### src/design/cks_pkg.sv
package cks_pkg;

  // image limits
  localparam int MAX_DIM = 4096;
  localparam int DIM_W   = $clog2(MAX_DIM) + 1;
  localparam int COORD_W = $clog2(MAX_DIM);

  // pixel and register widths
  localparam int PIXEL_W = 24;
  localparam int CHAN_W  = 8;
  localparam int NCHAN   = PIXEL_W / CHAN_W;
  localparam int CFG_W   = 24;
  localparam int CFG_IDX_W = 2;

  // queue between classifier and run tracker
  localparam int QUEUE_DEPTH = 4;
  localparam int QUEUE_AW    = $clog2(QUEUE_DEPTH);
  localparam int QUEUE_CW    = QUEUE_AW + 1;

  // register indexes
  localparam logic [CFG_IDX_W-1:0] CFG_KEY_COLOR    = 2'd0;
  localparam logic [CFG_IDX_W-1:0] CFG_TOLERANCE    = 2'd1;
  localparam logic [CFG_IDX_W-1:0] CFG_IMAGE_WIDTH  = 2'd2;
  localparam logic [CFG_IDX_W-1:0] CFG_IMAGE_HEIGHT = 2'd3;

  // result kinds
  localparam logic KIND_SPAN = 1'b0;
  localparam logic KIND_BOX  = 1'b1;

  typedef struct packed {
    logic empty;
    logic full;
  } q_status_t;

endpackage

### src/design/cks_front.sv
module cks_front (
  input  logic                          pixel_valid,
  output logic                          pixel_ready,
  input  logic [cks_pkg::PIXEL_W-1:0]   pixel,
  input  logic [cks_pkg::PIXEL_W-1:0]   key_color,
  input  logic [cks_pkg::PIXEL_W-1:0]   tolerance,
  input  cks_pkg::q_status_t            q_status,
  output logic                          push,
  output logic                          opaque
);

  logic [cks_pkg::NCHAN-1:0] chan_ok;

  // per byte window test, upper bound saturates
  always_comb begin
    logic [cks_pkg::CHAN_W-1:0] p;
    logic [cks_pkg::CHAN_W-1:0] lo;
    logic [cks_pkg::CHAN_W:0]   hi_sum;
    logic [cks_pkg::CHAN_W-1:0] hi;
    for (int c = 0; c < cks_pkg::NCHAN; c++) begin
      p      = pixel[c*cks_pkg::CHAN_W +: cks_pkg::CHAN_W];
      lo     = key_color[c*cks_pkg::CHAN_W +: cks_pkg::CHAN_W];
      hi_sum = {1'b0, lo} + {1'b0, tolerance[c*cks_pkg::CHAN_W +: cks_pkg::CHAN_W]};
      hi     = hi_sum[cks_pkg::CHAN_W] ? {cks_pkg::CHAN_W{1'b1}}
                                       : hi_sum[cks_pkg::CHAN_W-1:0];
      chan_ok[c] = (p >= lo) && (p <= hi);
    end
  end

  assign opaque      = &chan_ok;
  assign pixel_ready = !q_status.full;
  assign push        = pixel_valid && pixel_ready;

endmodule

### src/design/cks_fifo.sv
module cks_fifo (
  input  logic               clk,
  input  logic               rst,
  input  logic               push,
  input  logic               push_data,
  input  logic               pop,
  output logic               head,
  output cks_pkg::q_status_t q_status
);

  logic [cks_pkg::QUEUE_DEPTH-1:0] mem;
  logic [cks_pkg::QUEUE_AW-1:0]    wr_ptr;
  logic [cks_pkg::QUEUE_AW-1:0]    rd_ptr;
  logic [cks_pkg::QUEUE_CW-1:0]    count;

  always_ff @(posedge clk) begin
    if (push) begin
      mem[wr_ptr] <= push_data;
    end
  end

  always_ff @(posedge clk) begin
    if (rst) begin
      wr_ptr <= '0;
      rd_ptr <= '0;
      count  <= '0;
    end else begin
      if (push) wr_ptr <= wr_ptr + 1'b1;
      if (pop)  rd_ptr <= rd_ptr + 1'b1;
      if (push && !pop)      count <= count + 1'b1;
      else if (pop && !push) count <= count - 1'b1;
    end
  end

  assign head           = mem[rd_ptr];
  assign q_status.empty = (count == '0);
  assign q_status.full  = (count == cks_pkg::QUEUE_CW'(cks_pkg::QUEUE_DEPTH));

  a_no_overflow: assert property (@(posedge clk) disable iff (rst)
    !(push && q_status.full && !pop))
    else $error("push into full queue");
  a_no_underflow: assert property (@(posedge clk) disable iff (rst)
    !(pop && q_status.empty))
    else $error("pop from empty queue");
  a_count_bound: assert property (@(posedge clk) disable iff (rst)
    count <= cks_pkg::QUEUE_CW'(cks_pkg::QUEUE_DEPTH))
    else $error("queue count out of range");

endmodule

### src/design/cks_back.sv
module cks_back (
  input  logic                         clk,
  input  logic                         rst,
  input  logic [cks_pkg::DIM_W-1:0]    image_width,
  input  logic [cks_pkg::DIM_W-1:0]    image_height,
  input  cks_pkg::q_status_t           q_status,
  input  logic                         head,
  output logic                         pop,
  output logic                         result_valid,
  input  logic                         result_ready,
  output logic                         kind,
  output logic [cks_pkg::DIM_W-1:0]    left,
  output logic [cks_pkg::DIM_W-1:0]    top,
  output logic [cks_pkg::DIM_W-1:0]    right,
  output logic [cks_pkg::DIM_W-1:0]    bottom,
  output logic                         last
);

  localparam logic [cks_pkg::DIM_W-1:0] MAXD = cks_pkg::DIM_W'(cks_pkg::MAX_DIM);
  localparam logic [cks_pkg::DIM_W-1:0] ONE  = cks_pkg::DIM_W'(1);

  logic [cks_pkg::COORD_W-1:0] column, column_next;
  logic [cks_pkg::COORD_W-1:0] row, row_next;
  logic                        run_active, run_active_next;
  logic [cks_pkg::COORD_W-1:0] run_start, run_start_next;
  logic [cks_pkg::DIM_W-1:0]   box_left, box_left_next;
  logic [cks_pkg::DIM_W-1:0]   box_top, box_top_next;
  logic [cks_pkg::DIM_W-1:0]   box_right, box_right_next;
  logic [cks_pkg::DIM_W-1:0]   box_bottom, box_bottom_next;
  logic                        second, second_next;
  logic                        result_valid_next;
  logic                        load;
  logic                        kind_next, last_next;
  logic [cks_pkg::DIM_W-1:0]   left_next, top_next, right_next, bottom_next;

  logic [cks_pkg::DIM_W-1:0]   w_eff, h_eff, col_inc, row_inc;
  logic [cks_pkg::DIM_W-1:0]   span_left, span_right;
  logic [cks_pkg::DIM_W-1:0]   nb_left, nb_top, nb_right, nb_bottom;
  logic                        row_end, img_end, span_hit, split, busy, box_emit;

  always_comb begin
    if (image_width == '0)       w_eff = ONE;
    else if (image_width > MAXD) w_eff = MAXD;
    else                         w_eff = image_width;
    if (image_height == '0)       h_eff = ONE;
    else if (image_height > MAXD) h_eff = MAXD;
    else                          h_eff = image_height;
  end

  assign col_inc    = {1'b0, column} + ONE;
  assign row_inc    = {1'b0, row} + ONE;
  assign row_end    = (col_inc >= w_eff);
  assign img_end    = row_end && (row_inc >= h_eff);
  assign span_hit   = (head && row_end) || (!head && run_active);
  assign span_left  = run_active ? {1'b0, run_start} : {1'b0, column};
  assign span_right = head ? col_inc : {1'b0, column};
  assign split      = span_hit && img_end && !second;
  assign busy       = !q_status.empty && (!result_valid || result_ready);

  // box widened by the current span
  assign nb_left   = (span_left < box_left) ? span_left : box_left;
  assign nb_top    = ({1'b0, row} < box_top) ? {1'b0, row} : box_top;
  assign nb_right  = (span_right > box_right) ? span_right : box_right;
  assign nb_bottom = (row_inc > box_bottom) ? row_inc : box_bottom;

  always_comb begin
    column_next     = column;
    row_next        = row;
    run_active_next = run_active;
    run_start_next  = run_start;
    box_left_next   = box_left;
    box_top_next    = box_top;
    box_right_next  = box_right;
    box_bottom_next = box_bottom;
    second_next     = second;
    pop             = 1'b0;
    load            = 1'b0;
    box_emit        = 1'b0;
    kind_next       = cks_pkg::KIND_SPAN;
    last_next       = 1'b1;
    left_next       = span_left;
    top_next        = {1'b0, row};
    right_next      = span_right;
    bottom_next     = row_inc;

    if (busy) begin
      if (second || (img_end && !span_hit)) begin
        // box summary closes the image
        load            = 1'b1;
        box_emit        = 1'b1;
        pop             = 1'b1;
        kind_next       = cks_pkg::KIND_BOX;
        left_next       = box_left;
        top_next        = box_top;
        right_next      = box_right;
        bottom_next     = box_bottom;
        box_left_next   = MAXD;
        box_top_next    = MAXD;
        box_right_next  = '0;
        box_bottom_next = '0;
        column_next     = '0;
        row_next        = '0;
        run_active_next = 1'b0;
        second_next     = 1'b0;
      end else if (split) begin
        // span first, box follows next time the output frees up
        load            = 1'b1;
        last_next       = 1'b0;
        box_left_next   = nb_left;
        box_top_next    = nb_top;
        box_right_next  = nb_right;
        box_bottom_next = nb_bottom;
        run_active_next = 1'b0;
        second_next     = 1'b1;
      end else begin
        pop = 1'b1;
        if (head && !run_active) begin
          run_active_next = 1'b1;
          run_start_next  = column;
        end
        if (span_hit) begin
          load            = 1'b1;
          box_left_next   = nb_left;
          box_top_next    = nb_top;
          box_right_next  = nb_right;
          box_bottom_next = nb_bottom;
          run_active_next = 1'b0;
        end
        if (row_end) begin
          column_next     = '0;
          run_active_next = 1'b0;
          row_next        = row_inc[cks_pkg::COORD_W-1:0];
        end else begin
          column_next = col_inc[cks_pkg::COORD_W-1:0];
        end
      end
    end

    result_valid_next = load || (result_valid && !result_ready);
  end

  always_ff @(posedge clk) begin
    if (rst) begin
      column       <= '0;
      row          <= '0;
      run_active   <= 1'b0;
      run_start    <= '0;
      box_left     <= MAXD;
      box_top      <= MAXD;
      box_right    <= '0;
      box_bottom   <= '0;
      second       <= 1'b0;
      result_valid <= 1'b0;
    end else begin
      column       <= column_next;
      row          <= row_next;
      run_active   <= run_active_next;
      run_start    <= run_start_next;
      box_left     <= box_left_next;
      box_top      <= box_top_next;
      box_right    <= box_right_next;
      box_bottom   <= box_bottom_next;
      second       <= second_next;
      result_valid <= result_valid_next;
    end
  end

  always_ff @(posedge clk) begin
    if (load) begin
      kind   <= kind_next;
      left   <= left_next;
      top    <= top_next;
      right  <= right_next;
      bottom <= bottom_next;
      last   <= last_next;
    end
  end

  a_second_holds_item: assert property (@(posedge clk) disable iff (rst)
    second |-> !q_status.empty)
    else $error("pending box without its pixel in the queue");
  a_box_cleared: assert property (@(posedge clk) disable iff (rst)
    box_emit |=> (box_left == MAXD && box_top == MAXD && box_right == '0))
    else $error("box not cleared after summary");
  a_box_is_last: assert property (@(posedge clk) disable iff (rst)
    (result_valid && kind == cks_pkg::KIND_BOX) |-> last)
    else $error("box summary not marked last");
  a_split_then_box: assert property (@(posedge clk) disable iff (rst)
    (busy && split) |=> second)
    else $error("span of closing pixel not followed by box");

endmodule

### src/design/color_key_span_extractor_top.sv
// channel   | valid / ready                | payload
// ----------+------------------------------+----------------------------------------
// pixel in  | pixel_valid / pixel_ready    | pixel
// result out| result_valid / result_ready  | kind, left, top, right, bottom, last
// config    | cfg_write (no wait)          | cfg_index, cfg_data
//
// one pixel per cycle while pixel_ready is high; its results pass the flag queue, then the output register
// a pixel that closes both a run and the image loads the output register twice: span, then box
// rst is synchronous: clears the queue, run tracker, bounding box and registers
// a 4-entry queue of opaque flags parts the classifier from the run tracker
// result stalls back up into the queue; pixel_ready drops only when it is full
module color_key_span_extractor_top (
  input  logic                          clk,
  input  logic                          rst,
  // pixel stream
  input  logic                          pixel_valid,
  output logic                          pixel_ready,
  input  logic [cks_pkg::PIXEL_W-1:0]   pixel,
  // result stream
  output logic                          result_valid,
  input  logic                          result_ready,
  output logic                          kind,
  output logic [cks_pkg::DIM_W-1:0]     left,
  output logic [cks_pkg::DIM_W-1:0]     top,
  output logic [cks_pkg::DIM_W-1:0]     right,
  output logic [cks_pkg::DIM_W-1:0]     bottom,
  output logic                          last,
  // register writes
  input  logic                          cfg_write,
  input  logic [cks_pkg::CFG_IDX_W-1:0] cfg_index,
  input  logic [cks_pkg::CFG_W-1:0]     cfg_data
);

  // configuration registers
  logic [cks_pkg::PIXEL_W-1:0] key_color;
  logic [cks_pkg::PIXEL_W-1:0] tolerance;
  logic [cks_pkg::DIM_W-1:0]   image_width;
  logic [cks_pkg::DIM_W-1:0]   image_height;

  // queue plumbing
  cks_pkg::q_status_t q_status;
  logic               push;
  logic               opaque;
  logic               pop;
  logic               head;

  // register file; the user must write it only while the stream is idle, the block does not enforce this
  always_ff @(posedge clk) begin
    if (rst) begin
      key_color    <= '0;
      tolerance    <= '0;
      image_width  <= cks_pkg::DIM_W'(1);
      image_height <= cks_pkg::DIM_W'(1);
    end else if (cfg_write) begin
      case (cfg_index)
        cks_pkg::CFG_KEY_COLOR:    key_color    <= cfg_data[cks_pkg::PIXEL_W-1:0];
        cks_pkg::CFG_TOLERANCE:    tolerance    <= cfg_data[cks_pkg::PIXEL_W-1:0];
        cks_pkg::CFG_IMAGE_WIDTH:  image_width  <= cfg_data[cks_pkg::DIM_W-1:0];
        cks_pkg::CFG_IMAGE_HEIGHT: image_height <= cfg_data[cks_pkg::DIM_W-1:0];
        default: ;
      endcase
    end
  end

  // classifier: byte window compare on the incoming pixel
  cks_front u_front (
    .pixel_valid (pixel_valid),
    .pixel_ready (pixel_ready),
    .pixel       (pixel),
    .key_color   (key_color),
    .tolerance   (tolerance),
    .q_status    (q_status),
    .push        (push),
    .opaque      (opaque)
  );

  // opaque flags waiting for the run tracker
  cks_fifo u_fifo (
    .clk       (clk),
    .rst       (rst),
    .push      (push),
    .push_data (opaque),
    .pop       (pop),
    .head      (head),
    .q_status  (q_status)
  );

  // run tracker: column/row counting, spans, bounding box, output register
  cks_back u_back (
    .clk          (clk),
    .rst          (rst),
    .image_width  (image_width),
    .image_height (image_height),
    .q_status     (q_status),
    .head         (head),
    .pop          (pop),
    .result_valid (result_valid),
    .result_ready (result_ready),
    .kind         (kind),
    .left         (left),
    .top          (top),
    .right        (right),
    .bottom       (bottom),
    .last         (last)
  );

endmodule

### config.mk
export PLATFORM = sky130hd
export DESIGN_NAME = color_key_span_extractor_top
export DESIGN_NICKNAME = d
export VERILOG_FILES = /design/src/design/cks_pkg.sv /design/src/design/cks_front.sv /design/src/design/cks_fifo.sv /design/src/design/cks_back.sv /design/src/design/color_key_span_extractor_top.sv
export SDC_FILE = /design/constraint.sdc
export NUM_CORES = 1
export LEC_CHECK = 0
export BUFFER_PORTS_ARGS = -buffer_cell sky130_fd_sc_hd__buf_4
export CORE_ASPECT_RATIO = 0.7
export CORE_MARGIN = 1.5
export CORE_UTILIZATION = 50
export DETAILED_ROUTE_END_ITERATION = 6
export GPL_TIMING_DRIVEN = 0
export PLACE_DENSITY = 0.73
export SETUP_SLACK_MARGIN = 0.15
export SYNTH_ARGS = -nofsm -noshare
export SYNTH_HDL_FRONTEND = slang
export SYNTH_HIERARCHICAL = 1
export SYNTH_SLANG_ARGS = --single-unit
### constraint.sdc
create_clock -name clk -period 8.15 [get_ports clk]
set_input_delay 1.63 -clock clk [delete_from_list [all_inputs] [get_ports clk]]
set_output_delay 1.63 -clock clk [all_outputs]
set_load 0.03 [all_outputs]
==> results of run 1 <==
==> how the worst max path moves through the flow <==
stage / start / end / slack, ns
3_3_place_gp: u_back/column[0]$_SDFFE_PP0P_ / u_back/bottom[2]$_DFFE_PP_ / 1.71
2_1_floorplan: u_back/column[0]$_SDFFE_PP0P_ / u_back/bottom[0]$_DFFE_PP_ / 3.02
5_1_grt: u_back/column[0]$_SDFFE_PP0P_ / u_back/bottom[5]$_DFFE_PP_ / 2.38
4_1_cts: u_back/column[0]$_SDFFE_PP0P_ / u_back/bottom[6]$_DFFE_PP_ / 2.78
3_5_place_dp: u_back/column[0]$_SDFFE_PP0P_ / u_back/bottom[10]$_DFFE_PP_ / 2.81
6_report: u_back/column[0]$_SDFFE_PP0P_ / u_back/bottom[6]$_DFFE_PP_ / 2.74
==> cells in the final DEF (no fill, tap or decap), types with 16 or more instances in the layout <==
cell type,synthesis,routed
o21ai_0,62,62
mux2_2,17,17
a21oi_1,61,61
ha_1,153,153
xor2_1,16,16
mux2i_1,111,111
nand2_1,78,78
nand2b_1,107,106
dfxtp_1,172,172
nor2_1,90,90
buf_4,5,115
xnor2_1,33,33
a32o_1,18,18
nand3_1,30,30
edfxtp_1,58,58
inv_1,106,106
o2bb2ai_1,19,19
clkbuf_1,35,38
buf_2,18,18
mux2_4,24,24
clkbuf_16,0,26
==> where the power goes <==
part	switching, mW	internal, mW	total, mW	leakage [nW]
sequential	0.0907	1.41	1.51	1.95
clock	0.475	0.696	1.17	0.405
combinational	1.06	0.559	1.62	4.52
==> final cells by class <==
| class | count | area [um2] |
|---|---|---|
| timing repair buffer | 112 | 850.8 |
| clock inverter | 13 | 153.9 |
| inverter | 106 | 397.9 |
| tap | 371 | 464.2 |
| multi-input combinational | 1028 | 8061 |
| sequential | 230 | 5185 |
| buffer | 68 | 349.1 |
| fill | 2378 | 11480 |
| clock buffer | 31 | 689.4 |
==> critical path, cell delays in order (launching register included) <==
cell	delay (ns)
dfxtp_1	0.54
ha_1	0.40
and3_1	0.27
and3_1	0.24
and3_1	0.23
and3_1	0.30
xor2_1	0.11
ha_1	0.36
nand3_1	0.13
nor2_1	0.14
nand4_1	0.28
and2_1	0.25
buf_6	0.13
nor3_2	0.20
o21a_1	0.15
buf_6	0.17
buf_6	0.20
nand2b_2	0.71
buf_12	0.28
==> per-stage QoR <==
stage / worst slack (ns) / instances
detailed placement: 2.806 / 1914
global route: 2.378 / 1959
finish: 2.738 / 1959
floorplan: 3.024 / 1432
global placement: 1.707 / 1913
CTS: 2.783 / 1958
==> per-layer routing <==
layer / vias up / GRT usage, % / part of all wire (%)
met2: 284 / 36.61 / 43
met4: 0 / 5.536 / 1.9
met5: - / 0 / 0
met1: 5160 / 34.25 / 49
met3: 48 / 4.906 / 6.1
li1: 5385 / - / -
==> registers in the layout (all words and copies together) (netlist names) <==
name and flops:
u_back/last 1, u_fifo/mem 4, key_color 24, u_back/row 12, u_back/kind 1, u_back/bottom 13, u_back/box_bottom 13, u_back/left 13
tolerance 24, u_back/second 1, u_fifo/wr_ptr 2, u_back/run_active 1, u_back/box_top 13, u_back/run_start 12, u_back/result_valid 1, u_back/right 13
image_height 13, image_width 13, u_fifo/count 3, u_back/box_left 13, u_back/column 12, u_back/top 13, u_fifo/rd_ptr 2, u_back/box_right 13
==> cells by family after synthesis <==
| group | after synthesis | share of synthesized area, % |
|---|---|---|
| AO/OA/AOI/OAI | 260 | 12.85 |
| XOR/XNOR | 49 | 3.067 |
| adder cells (fa/ha/maj) | 157 | 14.26 |
| buffers and inverters | 174 | 5.339 |
| flip-flops | 230 | 37.06 |
| multiplexers | 153 | 12.05 |
| AND/OR/NAND/NOR | 409 | 15.38 |
==> qor.txt, run 1 <==
fmax - 184.8 MHz
worst r2r dst - u_back/bottom[6]$_DFFE_PP_
htree depth - 1
Slew Viols, Final - 0
drt first pass iters - 5
routed vias - 10880
Clock Sinks - 230
Root Driver - clkbuf_16
utilization after layout - 58.46%
Hold Path Class - reg -> reg
max-cap violations - 0
Initial Util - 50.64%
IO Port Bufs - 110
synth warn - 6
post-route setup TNS - 0 ns
vias in the first global route - 10570
Syn Inst Count - 1432
antenna viol nets, final - 0
WS Path Type - reg -> reg
Cell Pwr Density - 266.0 nW/um2
Vias/cell - 5.552
FP Rows - 51
DP Area - 15300 um2
hold path startpoint - u_back/box_left[4]$_SDFFE_PP0P_
Post-CTS Hold Buffers - 0
total CTS buffers - 24
Post-synth EDFFs - 58
final WL - 34.35 mm
Reg2Reg Launch Point - u_back/column[0]$_SDFFE_PP0P_
area leader, netlist - dfxtp_1
Routed WL per cell - 17.53 um
critical path endpoint category - flop
Register-to-Register Path Depth - 18
CORE AREA - 27630 um2
CTS Buffer Depth - 3
Hold EP - u_back/box_left[4]$_SDFFE_PP0P_
Syn Area/Cell - 9.770 um2
Final Cycle Share - 66.41%
Lkg Pwr - 6.876 nW
Die Y - 143.0 um
Async SR Flop Fraction - 0%
hold_ws - 0.4669 ns
GR Util All Layers - 23.82%
WHS Path Cells - 1
synth unique cells - 75
DR iter-0 viols - 813
Rel. slew slack - 43.07%
gr ovfl total - 0
CP max FO - 29
HPWL after DPL - 26.07 mm
share of layout cells above drive strength 1 - 15.43%
TritonCTS clock tree - done
final-report hold violation count - 0
first-pass GRT wire length - 55.25 mm
Placer Congestion - 0.9212
Final nets - 1782
top cells by area, synth - dfxtp_1 (25%), ha_1 (14%), edfxtp_1 (12%)
Antenna Cells - 0
post-synth top area share - 24.61%
synth cell count leaders - dfxtp_1 (172), ha_1 (153), mux2i_1 (111), nand2b_1 (107), inv_1 (106)
DIE AREA - 29010 um2
Die Wd - 202.9 um
cell area after layout - 16150 um2
post-synthesis sequential area ratio - 37.06%
most numerous cell in the Yosys netlist - dfxtp_1
clock skew - 0.01597 ns
Required @ worst endpoint - 8.37 ns
type of origin of the critical path - flop
io pins - 111
clk_lat worst skew - 0.53 ns
unrepaired setup endpoints after global routing - no
critical path arrival - 5.64 ns
Area growth syn-to-layout - 15.44%
Worst IR Drop VDD - 0.1565 mV
Finish-stage setup viols - 0
post-CTS resize count - 0
Pwr Total - 4.297 mW
worst-margin pin slew - 0.8540 ns
Post-Syn Area - 13990 um2
outcome - complete, no violations
DRC viols - 0
Seq cells post-synth - 230
Mapped Nets - 1644
total setup buffers inserted after CTS - 0
reg-to-reg slack, setup - 2.74 ns
largest net degree at the start of global routing - 30
Clk pin slew, worst setup/hold paths - 0.06 ns
initial antenna violation count - 0
fin crit period - 5.412 ns
Synth Flop Type - dfxtp_1
No activity file was read; power rests on OpenSTA's default activity.
==> inputs of run 2 (changes only) <==
--- a/config.mk
+++ b/config.mk
@@ -5,6 +5,7 @@
 export SDC_FILE = /design/constraint.sdc
 export NUM_CORES = 1
 export LEC_CHECK = 0
+export ABC_AREA = 1
 export BUFFER_PORTS_ARGS = -buffer_cell sky130_fd_sc_hd__buf_4
 export CORE_ASPECT_RATIO = 0.7
 export CORE_MARGIN = 1.5
==> constraint.sdc (replaced) <==
create_clock -name clk -period 5.2 [get_ports clk]
set_input_delay 1.04 -clock clk [delete_from_list [all_inputs] [get_ports clk]]
set_output_delay 1.04 -clock clk [all_outputs]
set_load 0.03 [all_outputs]
==> qor.txt, run 2 <==
Lkg Pwr - 8.339 nW
Fillers - 2725
combinational group share of total power - 48.8%
fmax - 227.9 MHz
TritonCTS clock tree - done
total setup buffers inserted after CTS - 0
final WL - 38.67 mm
Post-Syn Area - 14760 um2
FF+latch area - 5185 um2
critical path endpoint category - flop
Synth Flop Type - dfxtp_1
post-synthesis sequential area ratio - 35.13%
Cell Pwr Density - 507.4 nW/um2
Hold Path Class - reg -> reg
IO Port Bufs - 109
initial antenna violation count - 0
synth cell count leaders - nand2_1 (556), nor2_1 (325), inv_1 (295), dfxtp_1 (172), ha_1 (153)
Placer Congestion - 0.9185
most frequent cells in the layout - nand2_1 (556), nor2_1 (325), inv_1 (294)
DR iter-0 viols - 1009
post-route setup TNS - 0 ns
first-pass GRT wire length - 63.14 mm
cell area after layout - 16880 um2
vias in the first global route - 12780
Post-synth EDFFs - 58
CP max FO - 7
area share of xor/xnor cells in the synthesized design - 1.543%
clk_lat worst skew - 0.55 ns
Final Cycle Share - 84.38%
Final nets - 2471
clock skew - 0.02274 ns
post-synth top area share - 23.33%
switching share of power - 44.14%
hold_ws - 0.4656 ns
Area growth syn-to-layout - 14.35%
Worst IR Drop VDD - 0.3089 mV
multi-input logic area - 8040 um2
post-CTS resize count - 0
GR Util All Layers - 25.26%
Finish-stage setup viols - 0
Rel. slew slack - 51.45%
area leader, netlist - dfxtp_1
Required @ worst endpoint - 5.63 ns
largest net degree at the start of global routing - 46
Top Registers - key_color x24, tolerance x24
unrepaired setup endpoints after global routing - no
NetSw - 3.780 mW
io pins - 111
DRC viols - 0
Async SR Flop Fraction - 0%
routed vias - 13830
Die Y - 146.7 um
Slew Viols, Final - 0
Synth Area in Adders - 13.51%
most common cell after layout, fill and taps aside - nand2_1
drt first pass iters - 5
Routed WL per cell - 14.56 um
critical path arrival - 4.81 ns
mux cell area share after synthesis - 0%
Clock power frac - 20.9%
Synth Area in Simple Gates - 30.21%
Vias/cell - 5.208
worst-margin pin slew - 0.7206 ns
Pwr Total - 8.563 mW
HPWL after DPL - 30.02 mm
P_int - 4.783 mW
max-cap violations - 0
DIE AREA - 30570 um2
synth warn - 6
total CTS buffers - 24
gr ovfl total - 0
Mapped Nets - 2335
CORE AREA - 28950 um2
antenna viol nets, final - 0
Root Driver - clkbuf_16
final-report hold violation count - 0
Clock Sinks - 230
CTS Buffer Depth - 3
Clk pin slew, worst setup/hold paths - 0.06 ns
share of layout cells above drive strength 1 - 9.925%
top cells by area, synth - dfxtp_1 (23%), nand2_1 (14%), ha_1 (13%)
fin crit period - 4.388 ns
Syn Area/Cell - 6.951 um2
most numerous cell in the Yosys netlist - nand2_1
Synth Area in Compound Gates - 9.216%
largest family of logic cells by synthesized area - simple AND/OR/NAND/NOR gates
synth unique cells - 45
Syn Inst Count - 2123
Die Wd - 208.3 um
type of origin of the critical path - flop
Seq cells post-synth - 230
sequential power share - 30.3%
htree depth - 1
DP Area - 16070 um2
Initial Util - 50.97%
Post-CTS Hold Buffers - 0
FP Rows - 52
WS Path Type - reg -> reg
outcome - complete, no violations
utilization after layout - 58.29%
run 2: cell count changes after synthesis, sizes merged, moves of 37 or more:
cell	before	now
nand2	78	566
nor2	90	327
inv	106	303
mux2i	111	0
nand2b	107	0
nand3	30	118
a21oi	64	138
mux2	41	0
o21ai	65	102
run 2: path summary, 6_finish.rpt:
kind                              startpoint                            to  slack (ns)  depth (start not counted)
hold / removal    u_back/second$_SDFFE_PP0P_    u_back/second$_SDFFE_PP0P_        0.47                          1
hold reg to reg   u_back/second$_SDFFE_PP0P_    u_back/second$_SDFFE_PP0P_        0.47                          1
setup reg to reg  u_back/row[0]$_SDFFE_PP0P_  u_fifo/count[1]$_SDFFE_PP0P_        0.81                         20
setup / recovery  u_back/row[0]$_SDFFE_PP0P_  u_fifo/count[1]$_SDFFE_PP0P_        0.81                         20
run 2: critical path, stage by stage (launching register included):
cell and delay (ns):
dfxtp_1 0.55, ha_1 0.30, nand3_1 0.13, inv_1 0.10
nand4_1 0.12, xor2_1 0.26, inv_1 0.16, ha_1 0.35
a21oi_1 0.12, o21ai_0 0.08, nor2_1 0.11, nand3_1 0.26
nand3_1 0.18, nor2_1 0.08, nor2_1 0.37, inv_1 0.14
ha_1 0.23, inv_2 0.08, fa_1 0.42, o21ai_0 0.15
nor2_1 0.05
run 2: kinds of logic (layout without fill, tap and decap cells):
family,count (synthesis),count (layout)
buffers and inverters,378,532
AND/OR/NAND/NOR,1073,1073
other,0,1
flip-flops,230,230
adder cells (fa/ha/maj),157,157
AO/OA/AOI/OAI,259,259
XOR/XNOR,26,26
run 2: power groups by stage:
stage | Combinational (mW) | Sequential, mW | Clock, mW
2_1_floorplan | 2.49 | 3.06 | 0
3_3_place_gp | 3.98 | 2.64 | 0
3_5_place_dp | 4.13 | 2.63 | 0
4_1_cts | 4.16 | 2.60 | 1.81
5_1_grt | 4.64 | 2.64 | 1.89
6_report | 4.18 | 2.60 | 1.79
run 2: per-stage QoR:
| stage | setup WS, ns | instances |
|---|---|---|
| after floorplan | 1.491 | 2123 |
| after global placement | 0.5300 | 2610 |
| after detailed placement | 0.9289 | 2611 |
| after CTS | 0.8824 | 2655 |
| after global routing | 0.5254 | 2655 |
| final | 0.8122 | 2656 |
run 2: cell type report:
type                            count  share of cell area [%]
Sequential cell                   230                   30.72
Clock buffer                       34                   3.959
Antenna cell                        1                 0.01483
Inverter                          303                   6.739
Timing Repair Buffer              110                   4.967
Tap cell                          378                   2.802
Clock inverter                     10                  0.8081
Multi-Input combinational cell   1515                   47.64
Buffer                             75                   2.343
run 2: layer usage:
metal | global-route usage (%) | routed length, um | share of wire (%) | vias up
met5 | 0 | 0 | 0 | -
met4 | 6.642 | 856 | 2.2 | 0
met3 | 4.724 | 2924 | 7.6 | 53
met2 | 40.82 | 16780 | 43 | 471
met1 | 34.74 | 18110 | 47 | 6276
li1 | - | - | - | 7033
==> inputs of run 3 (changes only) <==
--- a/config.mk
+++ b/config.mk
@@ -12,7 +12,7 @@
 export CORE_UTILIZATION = 50
 export DETAILED_ROUTE_END_ITERATION = 6
 export GPL_TIMING_DRIVEN = 0
-export PLACE_DENSITY = 0.73
+export PLACE_DENSITY = 0.76
 export SETUP_SLACK_MARGIN = 0.15
 export SYNTH_ARGS = -nofsm -noshare
 export SYNTH_HDL_FRONTEND = slang
==> constraint.sdc (replaced) <==
create_clock -name clk -period 3.6 [get_ports clk]
set_input_delay 0.72 -clock clk [delete_from_list [all_inputs] [get_ports clk]]
set_output_delay 0.72 -clock clk [all_outputs]
set_load 0.03 [all_outputs]
==> qor.txt, run 3 (synthesis gave the netlist of run 2 again) <==
CP Cell Sequence - nor4_2, inv_1, nor3_2, nor2_1, inv_2, nand2_1, ha_4, nand4_1, nor2_1, nand2_2, nand3_4, nand3_4, nor2_4, nor2_4, inv_2, ha_4, inv_2, fa_2, inv_1, nand2_1, nand3_1, nand2_1, inv_1, nor2_1
FP Rows - 52
Final nets - 2530
most frequent cells in the layout - nand2_1 (538), nor2_1 (317), inv_1 (279)
DIE AREA - 30570 um2
fin crit period - 3.580 ns
Crit path max-delay family - simple AND/OR/NAND/NOR gates
post-route setup slack - 0.01956 ns
unrepaired setup endpoints after global routing - yes
antenna viol nets, final - 0
reg-to-reg slack, setup - 0.02 ns
vias in the first global route - 13150
Rel. slew slack - 47.55%
Clock Sinks - 230
outcome - complete, no violations
final WL - 42.87 mm
CORE AREA - 28950 um2
critical path endpoint category - flop
IO Port Bufs - 109
Placer Congestion - 0.9393
crit path max-delay cell type - dfxtp_1
Top Registers - key_color x24, tolerance x24
Register-to-Register Path Depth - 24
io pins - 111
Reg2Reg Launch Point - image_width[8]$_SDFFE_PP0P_
drt first pass iters - 7
pre-CTS WS - -0.8524 ns
DRC viols - 0
Hold Path Class - in -> reg
clk_lat worst skew - 0.53 ns
origin of the worst setup path - image_width[8]$_SDFFE_PP0P_
Die Wd - 208.3 um
Buf/Inv on CP - 6
clock skew - 0.01518 ns
final-report hold violation count - 0
worst-margin pin slew - 0.7868 ns
routed vias - 14420
Critical Path Stages - 24
Root Driver - clkbuf_16
CP max FO - 8
Pwr Total - 14.16 mW
share of layout cells above drive strength 1 - 16.57%
GR Util All Layers - 26.88%
Cell Pwr Density - 786.7 nW/um2
fmax - 279.3 MHz
largest net degree at the start of global routing - 15
Vias/cell - 5.310
type of origin of the critical path - flop
Clk pin slew, worst setup/hold paths - 0.07 ns
CTS Buffer Depth - 3
Area growth syn-to-layout - 21.94%
htree depth - 1
WS Path Type - reg -> reg
first-pass GRT wire length - 66.88 mm
hold_ws - 0.4309 ns
Lkg Pwr - 8.795 nW
Worst Setup EP - u_fifo/count[2]$_SDFFE_PP0P_
worst r2r dst - u_fifo/count[2]$_SDFFE_PP0P_
Die Y - 146.7 um
Routed WL per cell - 15.79 um
HPWL after DPL - 31.10 mm
initial antenna violation count - 1
Worst IR Drop VDD - 0.3964 mV
TritonCTS clock tree - done
most common cell after layout, fill and taps aside - nand2_1
Initial Util - 50.97%
total CTS buffers - 24
post-route setup TNS - 0 ns
DR iter-0 viols - 1270
max-cap violations - 0
Final Cycle Share - 99.46%
Required @ worst endpoint - 4.02 ns
utilization after layout - 62.16%
Finish-stage setup viols - 0
Slowest Stage Delay on Critical Path - 0.37 ns
critical path arrival - 4.00 ns
Slew Viols, Final - 0
gr ovfl total - 0
-- run 3: tightest hold or removal path: cells and delay by family --
family,cells,cell delay (ns)
simple gates,2,0.12
buf+inv,1,0.08
-- run 3: layer usage --
layer	part of all wire, %	up-vias	global-route usage, %
li1	-	7151	-
met1	47	6633	40.22
met2	42	569	41.74
met3	8.7	64	3.271
met4	1.9	0	5.146
met5	0	-	0
-- run 3: timing repair --
item / in CTS / in global routing
hold buffers: 0 / 0
cloned: 3 / 1
setup endpoints to repair: 167 / 200
resized for setup: 60 / 118
setup buffers: 29 / 27
pin swaps: 22 / 50
hold endpoints to repair: 0 / 0
-- run 3: where the power goes --
part | internal [mW] | switching, mW
Combinational | 2.70 | 4.83
Sequential | 3.45 | 0.343
Clock | 1.76 | 1.07
Total | 7.91 | 6.25
-- run 3: worst min path at each step --
stage                                from  depth (start not counted)                      endpoint
2_1_floorplan  u_back/second$_SDFFE_PP0P_                          1    u_back/second$_SDFFE_PP0P_
4_1_cts                               rst                          2  u_fifo/count[0]$_SDFFE_PP0P_
6_report                     cfg_data[14]                          3    tolerance[14]$_SDFFE_PP0P_
3_3_place_gp   u_back/second$_SDFFE_PP0P_                          1    u_back/second$_SDFFE_PP0P_
3_5_place_dp   u_back/second$_SDFFE_PP0P_                          1    u_back/second$_SDFFE_PP0P_
5_1_grt                      cfg_data[14]                          3    tolerance[14]$_SDFFE_PP0P_
-- run 3: cell type report --
| type | count | area, um2 |
|---|---|---|
| antenna | 1 | 2.502 |
| fill | 2459 | 10960 |
| timing repair buffer | 166 | 1286 |
| buffer | 75 | 451.7 |
| clock buffer | 34 | 721.9 |
| sequential | 230 | 5226 |
| inverter | 303 | 1149 |
| multi-input combinational | 1515 | 8487 |
| tap | 378 | 473.0 |
| timing repair inverter | 3 | 22.52 |
| clock inverter | 10 | 176.4 |
-- run 3: per-stage QoR --
| stage | instances | area (um2) |
|---|---|---|
| 2_1_floorplan | 2123 | 14780 |
| 3_3_place_gp | 2610 | 16070 |
| 3_5_place_dp | 2610 | 16070 |
| 4_1_cts | 2686 | 17410 |
| 5_1_grt | 2714 | 17990 |
| 6_report | 2715 | 18000 |
